## src/rtl/flxhd_pkg.sv

```systemverilog
// ============================================================================
// flxhd_pkg: shared types for the Frame Relay / LAPB / X.25 header decoder
// Holds the configuration index codes, the configuration bundle and the
// enumerated frame and packet kinds reported on the result ports.
// ============================================================================
`default_nettype none

package flxhd_pkg;

    // Configuration register indexes on the write channel.
    localparam logic [2:0] CFG_FR_HEADER_PRESENT = 3'd0;
    localparam logic [2:0] CFG_LAYER_ENABLES     = 3'd1;
    localparam logic [2:0] CFG_X25_TYPE_ENABLES  = 3'd2;
    localparam logic [2:0] CFG_DLCI_FILTER       = 3'd3;
    localparam logic [2:0] CFG_LCN_FILTER        = 3'd4;

    localparam int CFG_INDEX_W = 3;
    localparam int CFG_DATA_W  = 12;

    // Configuration bundle seen by the decoder.
    typedef struct packed {
        logic        fr_header_present;
        logic [2:0]  layer_enables;
        logic [1:0]  x25_type_enables;
        logic [9:0]  dlci_filter;
        logic [11:0] lcn_filter;
    } cfg_t;

    // LAPB frame kinds.
    typedef enum logic [3:0] {
        LAPB_NONE    = 4'd0,
        LAPB_I       = 4'd1,
        LAPB_RR      = 4'd2,
        LAPB_RNR     = 4'd3,
        LAPB_REJ     = 4'd4,
        LAPB_SABM    = 4'd5,
        LAPB_DM      = 4'd6,
        LAPB_DISC    = 4'd7,
        LAPB_UA      = 4'd8,
        LAPB_FRMR    = 4'd9,
        LAPB_UNKNOWN = 4'd10
    } lapb_kind_t;

    // X.25 packet kinds.
    typedef enum logic [4:0] {
        X25_NONE          = 5'd0,
        X25_DATA          = 5'd1,
        X25_RR            = 5'd2,
        X25_RNR           = 5'd3,
        X25_REJ           = 5'd4,
        X25_CALL_REQ      = 5'd5,
        X25_CALL_ACC      = 5'd6,
        X25_CLEAR_REQ     = 5'd7,
        X25_CLEAR_CONF    = 5'd8,
        X25_INTERRUPT     = 5'd9,
        X25_INTR_CONF     = 5'd10,
        X25_RESET_REQ     = 5'd11,
        X25_RESET_CONF    = 5'd12,
        X25_RESTART_REQ   = 5'd13,
        X25_RESTART_CONF  = 5'd14,
        X25_DIAGNOSTIC    = 5'd15,
        X25_UNKNOWN       = 5'd16
    } x25_kind_t;

    // One decoded result.
    typedef struct packed {
        logic        dlci_match;
        logic [9:0]  dlci;
        logic [5:0]  fr_flag_bits;
        lapb_kind_t  lapb_kind;
        logic [6:0]  lapb_sequence;
        x25_kind_t   x25_kind;
        logic [11:0] logical_channel;
        logic [2:0]  x25_qualifiers;
        logic [6:0]  receive_sequence;
        logic [6:0]  send_sequence;
        logic        more_data;
        logic [15:0] cause_and_diag;
    } result_t;

endpackage

`default_nettype wire

```

## src/rtl/flxhd_cfg_regs.sv

```systemverilog
// ============================================================================
// flxhd_cfg_regs: configuration register file
// Takes register writes from the configuration channel and presents the
// current settings as one bundle. Writes to unknown indexes are dropped.
// ============================================================================
`default_nettype none

module flxhd_cfg_regs
(
    input  wire                                  clk,
    input  wire                                  rst_n,
    input  wire                                  wr_en,
    input  wire  [flxhd_pkg::CFG_INDEX_W-1:0]    wr_index,
    input  wire  [flxhd_pkg::CFG_DATA_W-1:0]     wr_data,
    output flxhd_pkg::cfg_t                      cfg
);

    flxhd_pkg::cfg_t cfg_reg;
    flxhd_pkg::cfg_t cfg_next;

    // Select the register addressed by a write transfer.
    always_comb
    begin
        cfg_next = cfg_reg;
        if (wr_en)
        begin
            case (wr_index)
                flxhd_pkg::CFG_FR_HEADER_PRESENT: cfg_next.fr_header_present = wr_data[0];
                flxhd_pkg::CFG_LAYER_ENABLES:     cfg_next.layer_enables     = wr_data[2:0];
                flxhd_pkg::CFG_X25_TYPE_ENABLES:  cfg_next.x25_type_enables  = wr_data[1:0];
                flxhd_pkg::CFG_DLCI_FILTER:       cfg_next.dlci_filter       = wr_data[9:0];
                flxhd_pkg::CFG_LCN_FILTER:        cfg_next.lcn_filter        = wr_data[11:0];
                default:                          cfg_next = cfg_reg;
            endcase
        end
    end

    // Register state with the documented reset values.
    always_ff @(posedge clk or negedge rst_n)
    begin
        if (!rst_n)
        begin
            cfg_reg.fr_header_present <= 1'b0;
            cfg_reg.layer_enables     <= 3'b111;
            cfg_reg.x25_type_enables  <= 2'b11;
            cfg_reg.dlci_filter       <= '0;
            cfg_reg.lcn_filter        <= '0;
        end
        else
        begin
            cfg_reg <= cfg_next;
        end
    end

    assign cfg = cfg_reg;

endmodule

`default_nettype wire

```

## src/rtl/flxhd_decode.sv

```systemverilog
// ============================================================================
// flxhd_decode: header field extraction and classification
// Combinational decode of one captured header: Frame Relay address and
// DLCI filter, LAPB control byte, then the X.25 packet header.
// ============================================================================
`default_nettype none

module flxhd_decode
(
    input  flxhd_pkg::cfg_t      cfg,
    input  wire  [63:0]          header_low,
    input  wire  [7:0]           header_byte8,
    input  wire  [15:0]          frame_length,
    output flxhd_pkg::result_t   result
);

    // LAPB control byte patterns (P/F bit masked out for U frames).
    localparam logic [7:0] LAPB_U_MASK = 8'hEF;
    localparam logic [7:0] LAPB_U_SABM = 8'h2F;
    localparam logic [7:0] LAPB_U_DM   = 8'h0F;
    localparam logic [7:0] LAPB_U_DISC = 8'h43;
    localparam logic [7:0] LAPB_U_UA   = 8'h63;
    localparam logic [7:0] LAPB_U_FRMR = 8'h87;
    localparam logic [3:0] LAPB_S_RR   = 4'h1;
    localparam logic [3:0] LAPB_S_RNR  = 4'h5;
    localparam logic [3:0] LAPB_S_REJ  = 4'h9;

    // X.25 packet type identifiers.
    localparam logic [4:0] PT_RR           = 5'h01;
    localparam logic [4:0] PT_RNR          = 5'h05;
    localparam logic [4:0] PT_REJ          = 5'h09;
    localparam logic [7:0] PT_CALL_REQ     = 8'h0B;
    localparam logic [7:0] PT_CALL_ACC     = 8'h0F;
    localparam logic [7:0] PT_CLEAR_REQ    = 8'h13;
    localparam logic [7:0] PT_CLEAR_CONF   = 8'h17;
    localparam logic [7:0] PT_INTERRUPT    = 8'h23;
    localparam logic [7:0] PT_INTR_CONF    = 8'h27;
    localparam logic [7:0] PT_RESET_REQ    = 8'h1B;
    localparam logic [7:0] PT_RESET_CONF   = 8'h1F;
    localparam logic [7:0] PT_RESTART_REQ  = 8'hFB;
    localparam logic [7:0] PT_RESTART_CONF = 8'hFF;
    localparam logic [7:0] PT_DIAGNOSTIC   = 8'hF1;

    localparam logic [9:0]  DLCI_RESERVED = 10'd1023;
    localparam logic [1:0]  GFI_MOD8      = 2'b01;
    localparam logic [15:0] MIN_LAPB_LEN  = 16'd2;
    localparam logic [15:0] MIN_X25_LEN   = 16'd5;
    localparam logic [15:0] FR_ADDR_LEN   = 16'd2;

    logic [7:0]  b0, b1;
    logic [7:0]  c, d0, d1, d2, d3, d4;
    logic [9:0]  dl;
    logic [11:0] lcn;
    logic        mod8;
    logic [6:0]  pr;
    logic        fr_stop;
    logic [15:0] lapb_min, x25_min;
    logic        lapb_ok, x25_ok;
    logic        lcn_pass, type_pass;
    flxhd_pkg::x25_kind_t ctl_kind;

    // Unnumbered frame kind from the control byte.
    function automatic flxhd_pkg::lapb_kind_t lapb_unnumbered(input logic [7:0] ctl);
        logic [7:0] m;
        begin
            m = ctl & LAPB_U_MASK;
            case (m)
                LAPB_U_SABM: lapb_unnumbered = flxhd_pkg::LAPB_SABM;
                LAPB_U_DM:   lapb_unnumbered = flxhd_pkg::LAPB_DM;
                LAPB_U_DISC: lapb_unnumbered = flxhd_pkg::LAPB_DISC;
                LAPB_U_UA:   lapb_unnumbered = flxhd_pkg::LAPB_UA;
                LAPB_U_FRMR: lapb_unnumbered = flxhd_pkg::LAPB_FRMR;
                default:     lapb_unnumbered = flxhd_pkg::LAPB_UNKNOWN;
            endcase
        end
    endfunction

    // Control packet kind from the packet type identifier.
    function automatic flxhd_pkg::x25_kind_t x25_control(input logic [7:0] t);
        begin
            case (t[4:0])
                PT_RR:   x25_control = flxhd_pkg::X25_RR;
                PT_RNR:  x25_control = flxhd_pkg::X25_RNR;
                PT_REJ:  x25_control = flxhd_pkg::X25_REJ;
                default:
                begin
                    case (t)
                        PT_CALL_REQ:     x25_control = flxhd_pkg::X25_CALL_REQ;
                        PT_CALL_ACC:     x25_control = flxhd_pkg::X25_CALL_ACC;
                        PT_CLEAR_REQ:    x25_control = flxhd_pkg::X25_CLEAR_REQ;
                        PT_CLEAR_CONF:   x25_control = flxhd_pkg::X25_CLEAR_CONF;
                        PT_INTERRUPT:    x25_control = flxhd_pkg::X25_INTERRUPT;
                        PT_INTR_CONF:    x25_control = flxhd_pkg::X25_INTR_CONF;
                        PT_RESET_REQ:    x25_control = flxhd_pkg::X25_RESET_REQ;
                        PT_RESET_CONF:   x25_control = flxhd_pkg::X25_RESET_CONF;
                        PT_RESTART_REQ:  x25_control = flxhd_pkg::X25_RESTART_REQ;
                        PT_RESTART_CONF: x25_control = flxhd_pkg::X25_RESTART_CONF;
                        PT_DIAGNOSTIC:   x25_control = flxhd_pkg::X25_DIAGNOSTIC;
                        default:         x25_control = flxhd_pkg::X25_UNKNOWN;
                    endcase
                end
            endcase
        end
    endfunction

    // Byte selection: the LAPB and X.25 bytes shift by two when a Frame Relay
    // address leads the frame.
    always_comb
    begin
        b0 = header_low[7:0];
        b1 = header_low[15:8];
        if (cfg.fr_header_present)
        begin
            c  = header_low[31:24];
            d0 = header_low[39:32];
            d1 = header_low[47:40];
            d2 = header_low[55:48];
            d3 = header_low[63:56];
            d4 = header_byte8;
        end
        else
        begin
            c  = header_low[15:8];
            d0 = header_low[23:16];
            d1 = header_low[31:24];
            d2 = header_low[39:32];
            d3 = header_low[47:40];
            d4 = header_low[55:48];
        end
    end

    // Field extraction and the gating conditions between the layers.
    always_comb
    begin
        dl        = {b0[7:2], b1[7:4]};
        lcn       = {d0[3:0], d1};
        mod8      = (d0[5:4] == GFI_MOD8);
        pr        = mod8 ? {4'b0000, d2[7:5]} : d3[7:1];
        fr_stop   = cfg.fr_header_present &&
                    (((cfg.dlci_filter != '0) && (cfg.dlci_filter != dl)) ||
                     (dl == '0) || (dl == DLCI_RESERVED));
        lapb_min  = cfg.fr_header_present ? (MIN_LAPB_LEN + FR_ADDR_LEN) : MIN_LAPB_LEN;
        x25_min   = cfg.fr_header_present ? (MIN_X25_LEN + FR_ADDR_LEN) : MIN_X25_LEN;
        lapb_ok   = !fr_stop && (frame_length >= lapb_min);
        x25_ok    = lapb_ok && !c[0] && (frame_length >= x25_min);
        lcn_pass  = (cfg.lcn_filter == '0) || (lcn == '0) || (lcn == cfg.lcn_filter);
        type_pass = d2[0] ? cfg.x25_type_enables[1] : cfg.x25_type_enables[0];
        ctl_kind  = x25_control(d2);
    end

    // Assemble the result.
    always_comb
    begin
        result            = '0;
        result.dlci_match = 1'b1;

        // Frame Relay address and DLCI filter.
        if (cfg.fr_header_present)
        begin
            if (cfg.layer_enables[0])
            begin
                result.dlci         = dl;
                result.fr_flag_bits = {b0[1], b0[0], b1[3], b1[2], b1[1], b1[0]};
            end
            if ((cfg.dlci_filter != '0) && (cfg.dlci_filter != dl))
            begin
                result.dlci_match = 1'b0;
            end
        end

        // LAPB control byte.
        if (lapb_ok && cfg.layer_enables[1])
        begin
            if (!c[0])
            begin
                result.lapb_kind     = flxhd_pkg::LAPB_I;
                result.lapb_sequence = {c[4], c[7:5], c[3:1]};
            end
            else if (c[3:0] == LAPB_S_RR)
            begin
                result.lapb_kind     = flxhd_pkg::LAPB_RR;
                result.lapb_sequence = {c[4], c[7:5], 3'b000};
            end
            else if (c[3:0] == LAPB_S_RNR)
            begin
                result.lapb_kind     = flxhd_pkg::LAPB_RNR;
                result.lapb_sequence = {c[4], c[7:5], 3'b000};
            end
            else if (c[3:0] == LAPB_S_REJ)
            begin
                result.lapb_kind     = flxhd_pkg::LAPB_REJ;
                result.lapb_sequence = {c[4], c[7:5], 3'b000};
            end
            else
            begin
                result.lapb_kind = lapb_unnumbered(c);
                if (result.lapb_kind != flxhd_pkg::LAPB_UNKNOWN)
                begin
                    result.lapb_sequence = {c[4], 6'b000000};
                end
            end
        end

        // X.25 packet header of an I-frame.
        if (x25_ok && cfg.layer_enables[2] && lcn_pass && type_pass)
        begin
            result.logical_channel = lcn;
            result.x25_qualifiers  = {!mod8, d0[6], d0[7]};
            if (!d2[0])
            begin
                result.x25_kind         = flxhd_pkg::X25_DATA;
                result.receive_sequence = pr;
                if (mod8)
                begin
                    result.send_sequence = {4'b0000, d2[3:1]};
                    result.more_data     = d2[4];
                end
                else
                begin
                    result.send_sequence = d2[7:1];
                    result.more_data     = d3[0];
                end
            end
            else
            begin
                result.x25_kind = ctl_kind;
                if ((ctl_kind == flxhd_pkg::X25_RR) || (ctl_kind == flxhd_pkg::X25_RNR) ||
                    (ctl_kind == flxhd_pkg::X25_REJ))
                begin
                    result.receive_sequence = pr;
                end
                if ((ctl_kind == flxhd_pkg::X25_CLEAR_REQ) ||
                    (ctl_kind == flxhd_pkg::X25_CLEAR_CONF) ||
                    (ctl_kind == flxhd_pkg::X25_RESET_REQ) ||
                    (ctl_kind == flxhd_pkg::X25_RESTART_REQ))
                begin
                    result.cause_and_diag = {d3, d4};
                end
                else if (ctl_kind == flxhd_pkg::X25_INTERRUPT)
                begin
                    result.cause_and_diag = {d3, 8'h00};
                end
            end
        end
    end

endmodule

`default_nettype wire

```

## src/rtl/fr_lapb_x25_header_decoder.sv

```systemverilog
// ============================================================================
// fr_lapb_x25_header_decoder: X.25 over LAPB header decoder
// Decodes an optional Frame Relay address, the LAPB control byte and the
// X.25 packet header of one captured frame per clock.
// ============================================================================
// Usage:
//   Command channel: raise start with header_low, header_byte8 and
//   frame_length; the header is taken at any clock edge where start is high
//   and busy is low. busy is always low, so a header may be issued on every
//   cycle.
//   Result channel: after the input and result registers, result_valid is high
//   for exactly one cycle with the decoded fields. One result per header,
//   in issue order. The receiver cannot stall; results must be captured in
//   the strobe cycle. The result fields hold their last value otherwise.
//   Configuration channel: cfg_valid / cfg_ready with cfg_index and cfg_data;
//   cfg_ready is always high, so each write is one transfer. Change settings
//   only while no header is in flight.
//   The pipeline is input register, decode, result register, and
//   throughput is one header per cycle, set by the single decode stage.
//   Reset (rst_n low) clears the pipeline valid flags and loads the default
//   settings: no Frame Relay header, all layers and packet types enabled,
//   both filters open.
// ============================================================================
`default_nettype none

module fr_lapb_x25_header_decoder
(
    input  wire                                clk,
    input  wire                                rst_n,
    // Command channel
    input  wire                                start,
    output logic                               busy,
    input  wire  [63:0]                        header_low,
    input  wire  [7:0]                         header_byte8,
    input  wire  [15:0]                        frame_length,
    // Configuration channel
    input  wire                                cfg_valid,
    output logic                               cfg_ready,
    input  wire  [flxhd_pkg::CFG_INDEX_W-1:0]  cfg_index,
    input  wire  [flxhd_pkg::CFG_DATA_W-1:0]   cfg_data,
    // Result channel
    output logic                               result_valid,
    output logic                               dlci_match,
    output logic [9:0]                         dlci,
    output logic [5:0]                         fr_flag_bits,
    output logic [3:0]                         lapb_kind,
    output logic [6:0]                         lapb_sequence,
    output logic [4:0]                         x25_kind,
    output logic [11:0]                        logical_channel,
    output logic [2:0]                         x25_qualifiers,
    output logic [6:0]                         receive_sequence,
    output logic [6:0]                         send_sequence,
    output logic                               more_data,
    output logic [15:0]                        cause_and_diag
);

    flxhd_pkg::cfg_t    cfg;
    flxhd_pkg::result_t dec_result;
    flxhd_pkg::result_t result_reg;
    logic               result_valid_reg;
    logic               in_valid_reg;
    logic [63:0]        header_low_reg;
    logic [7:0]         header_byte8_reg;
    logic [15:0]        frame_length_reg;
    logic               accept;

    // Handshakes: the pipeline never stalls.
    assign busy      = 1'b0;
    assign cfg_ready = 1'b1;
    assign accept    = start && !busy;

    // Configuration registers.
    flxhd_cfg_regs u_cfg_regs
    (
        .clk      (clk),
        .rst_n    (rst_n),
        .wr_en    (cfg_valid && cfg_ready),
        .wr_index (cfg_index),
        .wr_data  (cfg_data),
        .cfg      (cfg)
    );

    // Input stage valid flag.
    always_ff @(posedge clk or negedge rst_n)
    begin
        if (!rst_n)
        begin
            in_valid_reg <= 1'b0;
        end
        else
        begin
            in_valid_reg <= accept;
        end
    end

    // Input stage payload.
    always_ff @(posedge clk)
    begin
        if (accept)
        begin
            header_low_reg   <= header_low;
            header_byte8_reg <= header_byte8;
            frame_length_reg <= frame_length;
        end
    end

    // Decode stage.
    flxhd_decode u_decode
    (
        .cfg          (cfg),
        .header_low   (header_low_reg),
        .header_byte8 (header_byte8_reg),
        .frame_length (frame_length_reg),
        .result       (dec_result)
    );

    // Result stage strobe.
    always_ff @(posedge clk or negedge rst_n)
    begin
        if (!rst_n)
        begin
            result_valid_reg <= 1'b0;
        end
        else
        begin
            result_valid_reg <= in_valid_reg;
        end
    end

    // Result stage payload.
    always_ff @(posedge clk)
    begin
        if (in_valid_reg)
        begin
            result_reg <= dec_result;
        end
    end

    // Output ports.
    assign result_valid     = result_valid_reg;
    assign dlci_match       = result_reg.dlci_match;
    assign dlci             = result_reg.dlci;
    assign fr_flag_bits     = result_reg.fr_flag_bits;
    assign lapb_kind        = result_reg.lapb_kind;
    assign lapb_sequence    = result_reg.lapb_sequence;
    assign x25_kind         = result_reg.x25_kind;
    assign logical_channel  = result_reg.logical_channel;
    assign x25_qualifiers   = result_reg.x25_qualifiers;
    assign receive_sequence = result_reg.receive_sequence;
    assign send_sequence    = result_reg.send_sequence;
    assign more_data        = result_reg.more_data;
    assign cause_and_diag   = result_reg.cause_and_diag;

endmodule

`default_nettype wire

```

## config.mk

```make
export PLATFORM = sky130hd
export DESIGN_NAME = fr_lapb_x25_header_decoder
export DESIGN_NICKNAME = d
export VERILOG_FILES = /design/src/rtl/flxhd_pkg.sv /design/src/rtl/flxhd_cfg_regs.sv /design/src/rtl/flxhd_decode.sv /design/src/rtl/fr_lapb_x25_header_decoder.sv
export SDC_FILE = /design/constraint.sdc
export NUM_CORES = 1
export LEC_CHECK = 0
export ABC_AREA = 1
export BUFFER_PORTS_ARGS = -buffer_cell sky130_fd_sc_hd__buf_4
export CAP_MARGIN = 20
export CELL_PAD_IN_SITES_DETAIL_PLACEMENT = 1
export CELL_PAD_IN_SITES_GLOBAL_PLACEMENT = 1
export CORE_MARGIN = 5
export CORE_UTILIZATION = 42
export DETAILED_ROUTE_END_ITERATION = 12
export MAX_ROUTING_LAYER = met4
export PLACE_DENSITY_LB_ADDON = 0.1
export REMOVE_ABC_BUFFERS = 1
export SLEW_MARGIN = 20
export SYNTH_ARGS = -nofsm -noshare
export SYNTH_HDL_FRONTEND = slang
export SYNTH_HIERARCHICAL = 1
export SYNTH_SLANG_ARGS = --single-unit
```

## constraint.sdc

```tcl
create_clock -name clk -period 2.6 [get_ports clk]
set_input_delay 0 -clock clk [delete_from_list [all_inputs] [get_ports clk]]
set_output_delay 0 -clock clk [all_outputs]
set_load 0.02 [all_outputs]
```

==> reports/results.ini, run 1 <==
[drt]
vias_per_cell = 4.89
routed_wl_mm = 26.7
ant_nets = 0
wire_per_inst_um = 18.3
drt_pass1_iterations = 5
num_vias = 7132
drtIter0Drc = 406
drcViolationCount = 0

[logic_synthesis]
yosysWarnings = 6
synth_seq_cells = 197
synth-seq-area-share = 0.651
synth.top_cell.area_share = 0.566
synthCells = 858
synth_commonest_cells = nand2_1 (258), edfxtp_1 (167), nor2_1 (108)
syn_area_um2 = 8860
async_flop_share = 0.152
synth.area.top_cells = edfxtp_1 (57%), nand2_1 (11%), dfrtp_1 (7.1%)
synthFlopType = edfxtp_1
synth_cell_types = 41
avgSynthCellArea_um2 = 10.3
yosys.area.top_type = edfxtp_1
synth_edf_count = 167
synth_most_common_cell = nand2_1

[cts]
numClockSinks = 197
clock_path_buffers = 2
cts_setup_buffers = 0
clock_latency_ns = 0.43
cts_root_buffer = clkbuf_16
cts_resized = 0
cts_tree = done
htreeDepth = 4
clk_pin_slew_worst_paths_ns = 0.08
cts-buffers-inserted = 17

[power_and_ir_drop]
power_uw = 7980
ir_drop_mv = 0.445
swShare = 0.301
clkPwrFrac = 0.313
power.leakage_uw = 0.00540
p_int_uw = 5580
switching_power_uw = 2400
p_seq_frac = 0.488
powerDensity_nw_per_um2 = 650
p_comb_frac = 0.199

[placed_design]
place_congestion = 0.856
port_buffers = 186
dp_hpwl_mm = 17.8
dpl.cell_count = 1307

[sta]
rsz0062_at_grt = true
setup_viol = 0
fin_crit_ns = 2.44
fin_crit_sh = 0.938
max-slew-margin-rel = 0.595
worst_pin_slew_ns = 0.606
hold_viol = 0
max_freq_mhz = 410
skew_ns = 0.0119
drv_slew = 0

[cells_and_area]
diodes = 0
area_growth_pct = 38.7
largest_reg_flops = 64
drive_gt1_frac = 0.238
fin_cells = 1458
final_nets = 1280
fill_cells = 2284

[floorplan]
num_rows = 53
initial_core_util = 0.424
die-area_um2 = 24100
dieHeight_um = 155
core_area_um2 = 20900
num_io_pins = 189
fp.dieW_um = 155

[setup_path]
cp_data_required_time_ns = 2.76
cp_max_fo = 59
r2r_start = u_cfg_regs/cfg[27]$_DFFE_PN0P_
cp.arrival_ns = 2.60
worstSetupStartpointType = register
slowest_delay_ns = 0.46
slowest_stage = dfrtp_2
cp-end-kind = register
critical_path_class = register to register
critPathLaunch = u_cfg_regs/cfg[27]$_DFFE_PN0P_
crit_chain = buf_12 > o21ai_1 > inv_1 > nand2_1 > nor2_1 > nand2_1 > nand4_2 > a21oi_2 > nor2_1

[hold_path]
holdCritPathClass = input port to async pin

[global_route]
grt_pass1_vias = 7660
grt_overflow = 0
grt_pass1_wl_mm = 42.6
antenna_found_initial = 0
grt_usage = 0.235
grt_max_degree = 60

[status]
outcome = finished clean

[job]
drv_cap = 0

power by group through the flow:
stage / clock network (uW) / logic [uW] / registers, uW
6_report: 2500 / 1590 / 3900
5_1_grt: 2720 / 1760 / 3930
4_1_cts: 2550 / 1570 / 3900
3_5_place_dp: 0 / 1420 / 3960
3_3_place_gp: 0 / 1390 / 3950
2_1_floorplan: 0 / 712 / 4040
cell type report:
cell class	instances	area (um2)	share of cell area
clock inverters	14	116	0.00947
multi-input cells	541	2530	0.206
inverters	97	369	0.0300
clock buffers	18	429	0.0349
repair buffers	316	2720	0.221
well taps	275	344	0.0280
flip-flops and latches	197	5780	0.470
logic make-up after synthesis:
| group | share of synthesized area |
|---|---|
| AO/OA/AOI/OAI | 0.0425 |
| XOR/XNOR | 0.00297 |
| adder cells (fa/ha/maj) | 0.00424 |
| buffers and inverters | 0.0630 |
| flip-flops | 0.651 |
| multiplexers | 0.00452 |
| other | 0.000847 |
| AND/OR/NAND/NOR | 0.231 |
what timing repair did:
| item | CTS | global route |
|---|---|---|
| hold buffers | 119 | 0 |
| endpoints found under the setup margin | 0 | 4 |
| hold endpoints to repair | 147 | 0 |
path summary, 6_finish.rpt:
check / depth (start not counted) / slack [ns] / to
worst min register to register: 2 / 0.47 / u_cfg_regs/cfg[25]$_DFFE_PN1P_
min in group clk: 2 / 0.28 / header_byte8_reg[2]$_DFFE_PP_
worst max-delay path: 9 / 0.16 / cause_and_diag[8]$_DFFE_PP_
max in group asynchronous: 2 / 2.21 / u_cfg_regs/cfg[25]$_DFFE_PN1P_
worst max register to register: 9 / 0.16 / cause_and_diag[8]$_DFFE_PP_
worst min-delay path: 2 / 0.05 / u_cfg_regs/cfg[19]$_DFFE_PN0P_
through the flow:
stage | hold slack [ns] | utilization | instance area [um2] | setup TNS, ns | setup WS [ns]
after floorplan | -0.296 | - | 8670 | -55.56 | -1.09
after global placement | -0.0485 | 0.505 | 10600 | 0 | 0.257
after detailed placement | -0.0519 | 0.505 | 10600 | 0 | 0.190
after CTS | 0.0118 | 0.588 | 12300 | 0 | 0.172
after global routing | 0.0779 | 0.588 | 12300 | -0.0457 | -0.0237
final | 0.0534 | 0.588 | 12300 | 0 | 0.161
worst max-delay path, delay by kind of cell (launching register included):
family,cells,cell delay [ns]
simple gates,5,0.56
buf+inv,2,0.34
flops,1,0.46
compound gates,2,0.79
routing by layer:
layer	vias up	track usage	wire length (um)
met3	20	0.0337	1150
li1	3446	-	-
met2	193	0.400	13600
met4	0	0.0575	337
met1	3473	0.300	11600
met5	-	-	0
cells in the final DEF (no fill, tap or decap), drive strengths merged, types with 4 or more instances in the layout:
cell and n:
inv 104, edfxtp 167, mux2i 4, nand3 33
nor2 120, a21oi 9, o21ai 49, buf 197
nand2 269, nand4 21, dfrtp 25, dlygate4sd3 119
clkbuf 18, nor3 17, clkinv 4, dfstp 5
Power figures use the tool's default switching activity.
==> run 2: changes to the inputs <==
CORE_UTILIZATION = 30   (was 42)
==> reports/results.ini, run 2 (synthesis results as in run 1) <==
[status]
outcome = finished clean

[sta]
fin_crit_sh = 0.954  ; +0.0157
finalWorstSetupSlack_ns = 0.120  ; -0.0407 ns
setup_viol = 0  ; unchanged
fin_crit_ns = 2.48  ; +0.0407 ns
drv_slew = 0  ; unchanged
rsz0062_at_grt = false
worst_pin_slew_ns = 0.654  ; +0.0483 ns
tns_ns = 0  ; unchanged
skew_ns = 0.0169  ; +0.00504 ns
max-slew-margin-rel = 0.563  ; -0.0323
hold_viol = 0  ; unchanged
max_freq_mhz = 403  ; -1.6%

[power_and_ir_drop]
power.leakage_uw = 0.00543  ; +0.48%
ir_drop_mv = 0.387  ; -13%
powerDensity_nw_per_um2 = 643  ; -1.1%

[cells_and_area]
layout_commonest_cell = nand2_1
area_growth_pct = 41.1
fin_cells = 1576  ; +8.1%
finalInstanceArea_um2 = 12500  ; +1.8%
final_cell_mix = nand2_1 (258), buf_4 (192), edfxtp_1 (167), dlygate4sd3_1 (121), nor2_1 (108)
diodes = 0  ; unchanged
drive_gt1_frac = 0.240  ; +0.00193
final_nets = 1283  ; +0.23%
fill_cells = 3277  ; +43%
largest_reg_flops = 64  ; unchanged

[cts]
cts_root_buffer = clkbuf_16
cts_tree = done
numClockSinks = 197  ; unchanged
cts-buffers-inserted = 17  ; unchanged
clock_latency_ns = 0.44  ; about the same
htreeDepth = 4  ; unchanged
clk_pin_slew_worst_paths_ns = 0.07  ; about the same
clock_path_buffers = 2  ; unchanged

[floorplan]
initial_core_util = 0.301  ; -0.123
dieHeight_um = 182  ; +17%
core_area_um2 = 29400  ; +41%
die-area_um2 = 33100  ; +37%
num_io_pins = 189  ; unchanged
fp.dieW_um = 182  ; +17%
num_rows = 63  ; +19%

[global_route]
grt_pass1_wl_mm = 40.9  ; -3.9%
antenna_found_initial = 0  ; unchanged
grt_overflow = 0  ; unchanged
grt_usage = 0.164  ; -0.0714
grt_max_degree = 80  ; +33%
grt_pass1_vias = 7288  ; -4.9%

[setup_path]
slowest_stage = dlygate4sd3_1
cp_max_fo = 7  ; -88%
cp.arrival_ns = 2.86  ; +0.26 ns
cp-end-kind = register
critical_path_class = input port to register
cp_data_required_time_ns = 2.98  ; +0.22 ns
path_buf_inv = 6  ; +4
slowest_delay_ns = 0.74  ; +0.28 ns
r2r_start = u_cfg_regs/cfg[27]$_DFFE_PN0P_
worstSetupStartpointType = input port
r2r_setup_slack_ns = 0.28  ; +0.12 ns
r2r_end = cause_and_diag[5]$_DFFE_PP_
crit_chain = dlygate4sd3_1 > buf_4 > inv_1 > nor2_4 > dlygate4sd3_1 > nand3_1 > dlygate4sd3_1 > nand2_1 > dlygate4sd3_1
crit_top_cell = dlygate4sd3_1
reg2reg_depth = 8  ; -1
critPathTopFamily = buffers and inverters

[placed_design]
port_buffers = 186  ; unchanged
dpl.cell_count = 1422  ; +8.8%
dp_hpwl_mm = 18.6  ; +4.4%
pre_cts_ws_ns = 0.131  ; -0.0588 ns
place_area_um2 = 10700  ; +1.2%
place_congestion = 0.789  ; -7.8%

[drt]
vias_per_cell = 4.44  ; -9.3%
routed_wl_mm = 26.5  ; -1.0%
drcViolationCount = 0  ; unchanged
wire_per_inst_um = 16.8  ; -8.5%
ant_nets = 0  ; unchanged
drt_pass1_iterations = 4  ; -1
num_vias = 6996  ; -1.9%
drtIter0Drc = 304  ; -25%

[hold_path]
holdCritPathClass = input port to async pin

[job]
drv_cap = 0  ; unchanged

==> run 2: cell types whose count changed in the layout (fill, tap and decap cells not counted), sizes merged <==
cell         delta
clkbuf          +2
clkinv          -1
dlygate4sd3     +2
==> run 2: layout make-up <==
type | count | area [um2] | area share
Clock buffer | 19 | 443 | 0.0354
Sequential cell | 197 | 5780 | 0.462
Multi-Input combinational cell | 541 | 2540 | 0.203
Clock inverter | 13 | 111 | 0.00891
Tap cell | 390 | 488 | 0.0390
Timing Repair Buffer | 319 | 2780 | 0.222
Inverter | 97 | 369 | 0.0295
==> run 2: metrics by stage <==
step	utilization	hold WS [ns]	power (uW)
after floorplan	-	-0.296	4760
after global placement	0.363	-0.0276	5390
after detailed placement	0.363	-0.0314	5400
after CTS	0.423	0.0241	8120
after global routing	0.425	0.0736	8490
final	0.425	0.0490	8040
==> run 2: worst max path at each step <==
stage / start / endpoint / slack, ns / depth (start not counted)
after CTS: u_cfg_regs/cfg[27]$_DFFE_PN0P_ / cause_and_diag[15]$_DFFE_PP_ / 0.11 / 11
after floorplan: u_cfg_regs/cfg[27]$_DFFE_PN0P_ / cause_and_diag[0]$_DFFE_PP_ / -1.09 / 12
after global routing: u_cfg_regs/cfg[27]$_DFFE_PN0P_ / cause_and_diag[5]$_DFFE_PP_ / 0.03 / 11
after global placement: u_cfg_regs/cfg[27]$_DFFE_PN0P_ / cause_and_diag[3]$_DFFE_PP_ / 0.18 / 12
final: cfg_valid / u_cfg_regs/cfg[26]$_DFFE_PN1P_ / 0.12 / 9
after detailed placement: u_cfg_regs/cfg[27]$_DFFE_PN0P_ / cause_and_diag[15]$_DFFE_PP_ / 0.13 / 11
==> run 2: worst reg2reg max path: stages, from the launching register on <==
cell	delay, ns
dfrtp_2	0.50
buf_16	0.21
o21ai_2	0.41
nand2_2	0.16
nor3_4	0.19
nand2_1	0.14
nand4_2	0.18
nand4_4	0.24
nor2_2	0.15
==> run 2: timing repair <==
action                                  CTS  global route
hold buffers                            121             0
endpoints found under the hold margin   146             0
gates resized for setup                   0             7
endpoints found under the setup margin    0            23
setup buffers                             0             0
==> run 2: power breakdown <==
part / switching (uW) / total, uW / internal [uW]
Sequential: 180 / 3900 / 3720
Clock: 1260 / 2540 / 1280
Combinational: 965 / 1600 / 631
==> run 2: metal layers <==
metal | vias up | global-route usage | share of wire
li1 | 3457 | - | -
met1 | 3352 | 0.215 | 0.47
met2 | 165 | 0.265 | 0.48
met3 | 22 | 0.0282 | 0.045
met4 | 0 | 0.0405 | 0.014
met5 | - | - | 0
